--- src/rtl/sbus_frame_decoder_macros.svh ---
// assertion macros shared by the sbus frame decoder
// depends on a clk and rst signal in the scope of each use
`ifndef SBUS_FRAME_DECODER_MACROS_SVH
`define SBUS_FRAME_DECODER_MACROS_SVH

// same-cycle implication
`define SFD_CHECK(label, ante, cons, msg) \
  label: assert property (@(posedge clk) disable iff (rst) (ante) |-> (cons)) \
    else $error(msg);

// next-cycle implication
`define SFD_CHECK_NEXT(label, ante, cons, msg) \
  label: assert property (@(posedge clk) disable iff (rst) (ante) |=> (cons)) \
    else $error(msg);

`endif

--- src/rtl/sfd_pkg.sv ---
// types, constants and control structs for the sbus frame decoder
// used by every module of the block, no dependencies
package sfd_pkg;

  localparam int COUNT_WIDTH = 16;
  localparam int OUT_CNT_W   = 16;
  localparam int CH_W        = 11;
  localparam int IDX_W       = 4;
  localparam int POS_W       = 5;
  localparam int CHANNELS    = 16;
  localparam int PAYLOAD_BITS = CHANNELS * CH_W;
  localparam int RECIP_SHIFT = 22;
  localparam int PROD_W      = CH_W + RECIP_SHIFT;

  localparam logic REQ_BYTE = 1'b0;
  localparam logic REQ_IDLE = 1'b1;

  localparam logic [POS_W-1:0] POS_START    = 5'd0;
  localparam logic [POS_W-1:0] POS_PAY_LAST = 5'd22;
  localparam logic [POS_W-1:0] POS_FLAGS    = 5'd23;
  localparam logic [POS_W-1:0] POS_END      = 5'd24;
  localparam logic [POS_W-1:0] POS_DONE     = 5'd25;

  localparam logic [7:0] START_MARK = 8'h0F;
  localparam logic [7:0] END_MARK   = 8'h00;

  localparam logic [CH_W-1:0] RAW_LO   = 11'd172;
  localparam logic [CH_W-1:0] RAW_HI   = 11'd1811;
  localparam logic [CH_W-1:0] RAW_SPAN = 11'd1639;
  localparam logic [CH_W-1:0] US_LO    = 11'd1000;
  localparam logic [CH_W-1:0] US_HI    = 11'd2000;

  // ceil(1000 * 2^22 / 1639), exact floor for spans up to 1639
  localparam logic [RECIP_SHIFT-1:0] RECIP = 22'd2559063;

  localparam logic [IDX_W-1:0] LAST_CH = 4'd15;

  typedef struct packed {
    logic       req_type;
    logic [7:0] rx_byte;
  } req_t;

  typedef struct packed {
    logic                 frame_valid;
    logic [IDX_W-1:0]     channel_index;
    logic [CH_W-1:0]      channel_value;
    logic [CH_W-1:0]      pulse_us;
    logic                 ch17_flag;
    logic                 ch18_flag;
    logic                 lost_flag;
    logic                 failsafe_flag;
    logic [OUT_CNT_W-1:0] good_frames;
    logic [OUT_CNT_W-1:0] bad_frames;
    logic                 last;
  } res_t;

  typedef struct packed {
    logic             take_byte;
    logic             take_idle;
    logic             issue;
    logic             issue_good;
    logic             issue_last;
    logic [IDX_W-1:0] chan;
    logic             adv;
  } sfd_cmd_t;

  typedef struct packed {
    logic verdict;
    logic frame_ok;
  } sfd_stat_t;

endpackage

--- src/rtl/sfd_ctrl.sv ---
// controller for the sbus frame decoder: request gating, channel sequencing
// and result pipeline valid bits; depends on sfd_pkg
module sfd_ctrl (
  input  logic                clk,
  input  logic                rst,
  input  logic                req_valid,
  input  logic                req_type,
  input  logic                res_stall,
  input  sfd_pkg::sfd_stat_t  stat,
  output sfd_pkg::sfd_cmd_t   cmd,
  output logic                req_stall,
  output logic                res_valid
);

  typedef enum logic [1:0] {IDLE, EMIT, DRAIN} state_t;

  state_t                     state;
  logic [sfd_pkg::IDX_W-1:0]  chan;
  logic                       good;
  logic                       s1_valid;
  logic                       out_valid;
  logic                       adv;
  logic                       in_ok;

  assign adv   = !out_valid || !res_stall;
  assign in_ok = (state == IDLE) && req_valid;

  always_comb begin
    cmd.take_byte  = in_ok && (req_type == sfd_pkg::REQ_BYTE);
    cmd.take_idle  = in_ok && (req_type == sfd_pkg::REQ_IDLE);
    cmd.issue      = (state == EMIT) && adv;
    cmd.issue_good = good;
    cmd.issue_last = !good || (chan == sfd_pkg::LAST_CH);
    cmd.chan       = chan;
    cmd.adv        = adv;
  end

  assign req_stall = (state != IDLE);
  assign res_valid = out_valid;

  always_ff @(posedge clk) begin
    if (rst) begin
      state     <= IDLE;
      chan      <= '0;
      good      <= 1'b0;
      s1_valid  <= 1'b0;
      out_valid <= 1'b0;
    end else begin
      if (adv) begin
        out_valid <= s1_valid;
        s1_valid  <= cmd.issue;
      end
      unique case (state)
        IDLE: begin
          if (cmd.take_byte && stat.verdict) begin
            state <= EMIT;
            chan  <= '0;
            good  <= stat.frame_ok;
          end
        end
        EMIT: begin
          if (adv) begin
            if (cmd.issue_last) begin
              state <= DRAIN;
            end else begin
              chan <= chan + 1'b1;
            end
          end
        end
        DRAIN: begin
          if (!s1_valid && !out_valid) begin
            state <= IDLE;
          end
        end
        default: state <= IDLE;
      endcase
    end
  end

endmodule

--- src/rtl/sfd_datapath.sv ---
// datapath for the sbus frame decoder: frame capture, counters, channel
// unpacking and pulse mapping pipeline; depends on sfd_pkg
module sfd_datapath (
  input  logic                clk,
  input  logic                rst,
  input  sfd_pkg::sfd_cmd_t   cmd,
  input  logic [7:0]          rx_byte,
  output sfd_pkg::sfd_stat_t  stat,
  output sfd_pkg::res_t       res
);

  logic [sfd_pkg::POS_W-1:0]        pos;
  logic [7:0]                       start_byte;
  logic [7:0]                       flags;
  logic [sfd_pkg::PAYLOAD_BITS-1:0] payload;
  logic [sfd_pkg::COUNT_WIDTH-1:0]  good_cnt;
  logic [sfd_pkg::COUNT_WIDTH-1:0]  bad_cnt;

  logic                             s1_good;
  logic                             s1_last;
  logic [sfd_pkg::IDX_W-1:0]        s1_idx;
  logic [sfd_pkg::CH_W-1:0]         s1_raw;
  logic [sfd_pkg::CH_W-1:0]         s1_d;

  logic [sfd_pkg::CH_W-1:0]         raw;
  logic [sfd_pkg::CH_W-1:0]         d_next;
  logic [sfd_pkg::PROD_W-1:0]       prod;
  logic [sfd_pkg::CH_W-1:0]         pulse;
  sfd_pkg::res_t                    res_next;

  assign stat.verdict  = (pos == sfd_pkg::POS_END);
  assign stat.frame_ok = (start_byte == sfd_pkg::START_MARK) &&
                         (rx_byte == sfd_pkg::END_MARK);

  // byte capture and frame counters
  always_ff @(posedge clk) begin
    if (rst) begin
      pos      <= sfd_pkg::POS_START;
      good_cnt <= '0;
      bad_cnt  <= '0;
    end else if (cmd.take_idle) begin
      pos <= sfd_pkg::POS_START;
    end else if (cmd.take_byte) begin
      if (pos == sfd_pkg::POS_END) begin
        pos <= sfd_pkg::POS_DONE;
        if (stat.frame_ok) begin
          good_cnt <= good_cnt + 1'b1;
        end else begin
          bad_cnt <= bad_cnt + 1'b1;
        end
      end else if (pos < sfd_pkg::POS_END) begin
        pos <= pos + 1'b1;
      end
    end
  end

  always_ff @(posedge clk) begin
    if (cmd.take_byte) begin
      if (pos == sfd_pkg::POS_START) begin
        start_byte <= rx_byte;
      end
      if (pos == sfd_pkg::POS_FLAGS) begin
        flags <= rx_byte;
      end
      if ((pos != sfd_pkg::POS_START) && (pos <= sfd_pkg::POS_PAY_LAST)) begin
        payload <= {rx_byte, payload[sfd_pkg::PAYLOAD_BITS-1:8]};
      end
    end else if (cmd.issue && cmd.issue_good) begin
      payload <= payload >> sfd_pkg::CH_W;
    end
  end

  // stage 1: unpack and clamp
  assign raw = payload[sfd_pkg::CH_W-1:0];

  always_comb begin
    if (raw < sfd_pkg::RAW_LO) begin
      d_next = '0;
    end else if (raw > sfd_pkg::RAW_HI) begin
      d_next = sfd_pkg::RAW_SPAN;
    end else begin
      d_next = raw - sfd_pkg::RAW_LO;
    end
  end

  always_ff @(posedge clk) begin
    if (cmd.issue) begin
      s1_good <= cmd.issue_good;
      s1_last <= cmd.issue_last;
      s1_idx  <= cmd.chan;
      s1_raw  <= raw;
      s1_d    <= d_next;
    end
  end

  // stage 2: scale to microseconds and build the result
  assign prod  = sfd_pkg::PROD_W'(s1_d) * sfd_pkg::PROD_W'(sfd_pkg::RECIP);
  assign pulse = sfd_pkg::US_LO + prod[sfd_pkg::PROD_W-1:sfd_pkg::RECIP_SHIFT];

  always_comb begin
    res_next             = '0;
    res_next.good_frames = sfd_pkg::OUT_CNT_W'(good_cnt);
    res_next.bad_frames  = sfd_pkg::OUT_CNT_W'(bad_cnt);
    res_next.last        = s1_last;
    if (s1_good) begin
      res_next.frame_valid   = 1'b1;
      res_next.channel_index = s1_idx;
      res_next.channel_value = s1_raw;
      res_next.pulse_us      = pulse;
      res_next.ch17_flag     = flags[0];
      res_next.ch18_flag     = flags[1];
      res_next.lost_flag     = flags[2];
      res_next.failsafe_flag = flags[3];
    end
  end

  always_ff @(posedge clk) begin
    if (cmd.adv) begin
      res <= res_next;
    end
  end

endmodule

--- src/rtl/sbus_frame_decoder.sv ---
// sbus frame decoder top level: joins controller and datapath
// depends on sfd_pkg, sfd_ctrl, sfd_datapath and the macros header
//
// request channel (req, req_valid, req_stall): one received byte or one
// line idle marker per request. an idle marker restarts the 25-byte frame.
// result channel (res, res_valid, res_stall): one result per channel of a
// good frame. the 25th byte of a frame closes it. after the closing byte
// the sequencer enters EMIT and each result passes stage 1 and the output
// register; a good frame then gives 16 results back to back unless
// res_stall holds them, a bad frame gives one result with frame_valid low.
// req_stall stays high from the closing byte until the last result has
// left the output register and DRAIN has returned to IDLE, as set by the
// 16-step channel sequencer and the two-stage unpack and scale pipeline.
// a result stall holds the output register and freezes the sequencer.
// reset clears the byte position, both frame counters and all valid bits;
// the first frame after reset must start after an idle marker or reset.
`include "sbus_frame_decoder_macros.svh"

module sbus_frame_decoder (
  input  logic           clk,
  input  logic           rst,
  input  sfd_pkg::req_t  req,
  input  logic           req_valid,
  output logic           req_stall,
  output sfd_pkg::res_t  res,
  output logic           res_valid,
  input  logic           res_stall
);

  sfd_pkg::sfd_cmd_t  cmd;
  sfd_pkg::sfd_stat_t stat;

  sfd_ctrl u_ctrl (
    .clk       (clk),
    .rst       (rst),
    .req_valid (req_valid),
    .req_type  (req.req_type),
    .res_stall (res_stall),
    .stat      (stat),
    .cmd       (cmd),
    .req_stall (req_stall),
    .res_valid (res_valid)
  );

  sfd_datapath u_datapath (
    .clk     (clk),
    .rst     (rst),
    .cmd     (cmd),
    .rx_byte (req.rx_byte),
    .stat    (stat),
    .res     (res)
  );

  `SFD_CHECK(a_no_req_while_results, res_valid, req_stall, "request taken with results pending")
  `SFD_CHECK_NEXT(a_burst_contiguous, res_valid && !res_stall && !res.last, res_valid, "gap inside a result burst")
  `SFD_CHECK(a_bad_frame_single, res_valid && !res.frame_valid, res.last && (res.channel_index == '0), "rejected frame result malformed")
  `SFD_CHECK(a_pulse_range, res_valid && res.frame_valid, (res.pulse_us >= sfd_pkg::US_LO) && (res.pulse_us <= sfd_pkg::US_HI), "pulse width out of range")

endmodule
--- config.mk ---
export PLATFORM = sky130hd
export DESIGN_NAME = sbus_frame_decoder
export DESIGN_NICKNAME = d
export VERILOG_FILES = /design/src/rtl/sfd_pkg.sv /design/src/rtl/sfd_ctrl.sv /design/src/rtl/sfd_datapath.sv /design/src/rtl/sbus_frame_decoder.sv
export VERILOG_INCLUDE_DIRS = /design/src /design/src/rtl
export SDC_FILE = /design/constraint.sdc
export NUM_CORES = 1
export LEC_CHECK = 0
export BUFFER_PORTS_ARGS = -buffer_cell sky130_fd_sc_hd__buf_4
export CORE_MARGIN = 2
export CORE_UTILIZATION = 52
export DETAILED_ROUTE_END_ITERATION = 6
export PLACE_DENSITY = 0.72
export SLEW_MARGIN = 20
export SYNTH_ARGS = -nofsm -noshare
export SYNTH_HDL_FRONTEND = slang
export SYNTH_HIERARCHICAL = 1
export SYNTH_SLANG_ARGS = --single-unit
export TNS_END_PERCENT = 50
--- constraint.sdc ---
create_clock -name clk -period 51.8 [get_ports clk]
set_input_delay 10.36 -clock clk [delete_from_list [all_inputs] [get_ports clk]]
set_output_delay 10.36 -clock clk [all_outputs]
set_load 0.05 [all_outputs]
# Word level (Yosys, flattened, before mapping)
# Index checks and enable logic that the tools add are counted.
dict set report word_totals {
  elab_cells 104
  romBits 0
  latchBits 0
  ramBits 0
  regBits 326
  output_inout_bits 66
  n_memories 0
  input_bits 13
}
dict set report op_classes {
  n_bitwise 3
  n_reduce_logical 34
  shift 0
  n_eq_ne 12
  order_cmp 4
  n_addsub 6
  n_mul 1
  n_mux 16
  div 0
}
# cell count
set op_table {}
lappend op_table {{$mux 176} 3}
lappend op_table {{$mul 11x22->33 const B} 1}
lappend op_table {{$add 16x1->16 const B} 2}
lappend op_table {{$mux 31} 1}
lappend op_table {{$reduce_and 4->1} 4}
lappend op_table {{$mux 4} 3}
lappend op_table {{$add 10x11->11 const A} 1}
lappend op_table {{$gt 11x11->1 const B} 1}
lappend op_table {{$lt 11x8->1 const B} 1}
lappend op_table {{$mux 11} 1}
lappend op_table {{$sub 11x8->11 const B} 1}
lappend op_table {{$eq 5x5->1 const B} 2}
lappend op_table {{$mux 5} 2}
lappend op_table {{$reduce_and 2->1} 5}
lappend op_table {{$logic_and 1x1->1} 9}
lappend op_table {{$eq 8x4->1 const B} 1}
lappend op_table {{$logic_not 8->1} 1}
lappend op_table {{$mux 2} 4}
lappend op_table {{$ne 2x1->1 const B} 4}
lappend op_table {{$pmux 4 s2} 1}
lappend op_table {{$reduce_bool 2->1} 4}
lappend op_table {{$pmux 2 s3} 1}
lappend op_table {{$add 5x1->5 const B} 1}
lappend op_table {{$le 5x5->1 const B} 1}
lappend op_table {{13 further kinds} 21}

# Longest topological paths before layout
dict set report logic_depth {
  depth_word 6
  depth_mapped 22
  ltp_nobuf 22
}

# By module
# Netlist, hierarchy kept.
# module n_inst area_each_um2 cells_per_inst seq_area_each_um2
set by_module_without_submodules {}
lappend by_module_without_submodules {sfd_datapath 1 16523.3 1200 9148.8}
lappend by_module_without_submodules {sfd_ctrl 1 528.0 64 180.2}

# Worst setup path after synthesis
# OpenSTA, ideal clock, no wires.
dict set report synth_timing {
  path_kind {input-to-reg}
  start {in res_stall}
  end {reg u_datapath/payload[0] (netlist bit), enable pin}
  setup_time_ns 0.955
  n_path_buf 0
  stages 5
  path_slack_ns 27.315
  t_arrival_ns 23.530
  required_time_ns 50.845
  cell_sequence {nand2_1 nand2_1 inv_1 nand2_1 o21ai_0}
}
# element line
set synth_lines {}
lappend synth_lines {{start, declared} sbus_frame_decoder.sv:27} ;# input logic res_stall
lappend synth_lines {{end signal, assigned} sfd_datapath.sv:66} ;# payload <= {rx_byte, payload[sfd_pkg::PAYLOAD_BITS-1:8]};
lappend synth_lines {{end signal, assigned} sfd_datapath.sv:69} ;# payload <= payload >> sfd_pkg::CH_W;
lappend synth_lines {{end, declared} sfd_datapath.sv:15} ;# logic [sfd_pkg::PAYLOAD_BITS-1:0] payload;

==> results.cfg <==
[timing]
tightest_slew_ps = 1060
setup-violations-final = 0
slew-limit-headroom = 0.293
skew_ps = 23.3
finalCritPeriodShare = 0.272
fin_crit_ps = 14090
tns_ps = 0
hold_viol = 0
drv_slew = 0
max_freq_mhz = 70.9
rsz0062_at_grt = false

[detailed_routing]
vias_per_cell = 5.35
vias = 9708
wl_per_cell_um = 16.2
first_iter_violations = 497
drc_errors = 0
detail-route-antenna-nets = 0
drt-pass1-iter-count = 5
drt-total-wl_mm = 29.4

[critical_path]
critPathKind = primary input to register
crit_path_end_kind = register
worstPathRequired_ps = 51930
cp-start-kind = primary input
worstPathArrival_ps = 14230
critPathMaxFanout = 99

[clock_tree]
h-tree-depth = 2
cts_root_buf = clkbuf_16
clock_latency_ps = 510
clockBufferDepth = 3
clkSlewWorstSetupHoldPaths_ps = 60
cts_setup_buffers = 0
cts.sinks = 326
post_cts_resized = 0
cts_tree = done
cts_hold_buf = 0
cts_buffers = 35

[flow_run]
max_cap_viol_count = 0

[placement]
port_buffers = 78
gp_congestion = 0.854
hpwl_mm = 20.5
placed_cells = 1755

[synth]
syn_area_um2 = 17100
synth_edf_count = 280
async_flop_share = 0
synth_nets = 1449
synthMuxAreaShare = 0.111
yosys.area_share.simple = 0.0790
ys_ff_latch = 326
synth_xor_area_frac = 0.0190
ys.flop_type = edfxtp_1
postSynthCellCount = 1264
synth_seq_area_share = 0.547
synth_compound_area_frac = 0.0537
syn_area_per_cell_um2 = 13.5
synth_top_family_by_area = adder cells
synth-adder-area-share = 0.150
yosysWarnings = 6
yosysUniqueCellTypes = 66

[grt]
grt_pass1_wl_mm = 47.8
antenna_found_initial = 0
grt_start_max_net_pins = 100
grtUsageTotal = 0.174
grt_pass1_vias = 9756
grt.overflow.total = 0

[floorplanning]
die_x_um = 185
rows = 66
core_area_um2 = 32500
initial_utilization = 0.525
die_h_um = 185
dieArea_um2 = 34300
io_pins = 79

[pwr]
power_leakage_uw = 0.00753
power_density_nw_per_um2 = 27.8
ir_drop_mv = 0.0330

[status]
status = completed

[cells_and_area]
multi_input_area_um2 = 7070
final_cells = 1816
regArea_um2 = 9330
layout-drive-gt1-share = 0.225
n_fill_cell = 2521
area_growth_pct = 12.4
n_antenna_cell = 0
final_nets = 1535

[worst_hold_path]
hold_class = register to register
[worst max-delay path, cell delays in order]
cell      delay (ps)
buf_4            120
or4b_4           540
inv_6            580
o311ai_0         420
o21ai_4          390
buf_4            830
buf_4            880
[routing by layer]
layer  up-vias  wire length (µm)  GRT usage
met3        39               777     0.0244
met5         -                 0          0
met2       129             15300      0.314
met4         0               478     0.0438
met1      4782             12800      0.220
li1       4758                 -          -
[placed cells by master (no fill, tap or decap), drive strengths merged, types with 5 or more instances in the layout]
| cell type | count |
|---|---|
| xor2 | 21 |
| nor2b | 6 |
| o21a | 5 |
| mux2 | 165 |
| clkbuf | 52 |
| clkinv | 7 |
| a21o | 10 |
| ha | 117 |
| nand4 | 11 |
| and3 | 10 |
| edfxtp | 280 |
| xnor2 | 16 |
| dfxtp | 46 |
| fa | 55 |
| buf | 84 |
| o21ai | 30 |
| nand3 | 33 |
| or3 | 13 |
| nor3 | 11 |
| and2 | 40 |
| o211ai | 8 |
| a21oi | 43 |
| inv | 144 |
| nand2 | 41 |
| nor2 | 47 |
[final timing paths]
kind	cells after the start	to	from	slack, ps
setup / recovery	7	u_datapath/payload[112]$_DFFE_PP_	req[8]	37710
hold reg to reg	0	u_datapath/res[0]$_DFFE_PP_	u_datapath/s1_last$_DFFE_PP_	440
setup reg to reg	18	u_datapath/res[44]$_SDFFCE_PN0P_	u_datapath/s1_d[8]$_SDFFCE_PP0P_	45700
hold / removal	0	u_datapath/res[0]$_DFFE_PP_	u_datapath/s1_last$_DFFE_PP_	440
[layout make-up]
cell class                 instances  share of cell area
multi-input combinational        761               0.369
timing repair buffer              84              0.0329
sequential                       326               0.487
clock buffer                      52              0.0501
inverter                         142              0.0281
tap                              442              0.0288
clock inverter                     9             0.00483
[power by group]
part           internal (µW)  leakage [µW]  switching [µW]
sequential               288       0.00304            1.87
combinational           7.97       0.00398            8.14
clock                    130      0.000504            97.2
[state kept, by name (all words and copies together), names as in the netlist]
name,cells
u_ctrl/chan,4
u_ctrl/good,1
u_ctrl/res_valid,1
u_ctrl/s1_valid,1
u_ctrl/state,2
u_datapath/bad_cnt,16
u_datapath/flags,4
u_datapath/good_cnt,16
u_datapath/payload,176
u_datapath/pos,5
u_datapath/res,64
u_datapath/s1_d,11
u_datapath/s1_good,1
u_datapath/s1_idx,4
u_datapath/s1_last,1
u_datapath/s1_raw,11
u_datapath/start_byte,8
[cells in the mapped netlist, drive strengths merged, types with 3 or more instances]
cell type	count	share of area
a31oi	3	0.0011
ha	117	0.086
nand3b	4	0.0018
nor2b	6	0.0022
o211ai	8	0.0035
nor4	3	0.0032
nand2	41	0.0090
nor2	47	0.010
o21ai	30	0.0088
and4	3	0.0015
or3	13	0.0048
mux2i	4	0.0023
a2111oi	4	0.0021
dfxtp	46	0.054
nand4	11	0.0049
nand2b	4	0.0015
buf	5	0.0015
a21boi	4	0.0018
nor3	11	0.0032
clkbuf	30	0.0066
or2	4	0.0015
mux2	165	0.11
edfxtp	280	0.49
nand3	33	0.010
xor2	21	0.011
a21oi	43	0.013
and3	10	0.0037
o311ai	4	0.0021
fa	55	0.065
and2	40	0.015
a22oi	4	0.0018
xnor2	16	0.0082
inv	141	0.031
o21a	5	0.0022
a211o	4	0.0021
a21o	10	0.0044
[through the flow]
stage          hold WS, ps  instance area [µm²]  worst slack [ps]  utilization  total power, µW
2_1_floorplan          400                17100             27320            -              310
3_3_place_gp           418                18100             37180        0.558              311
3_5_place_dp           427                18100             37140        0.558              312
4_1_cts                440                19200             37660        0.591              539
5_1_grt                439                19200             37370        0.591              552
6_report               442                19200             37710        0.591              533
[cell families (layout without fill, tap and decap cells)]
kind of cell,Yosys count,after routing
buffers and inverters,177,287
AOI/OAI and AO/OA,141,141
DFF,326,326
and+or+nand+nor,242,242
muxes,169,169
adders and majority gates,172,172
xor gates and xnor gates,37,37
Power figures use the tool's default switching activity.
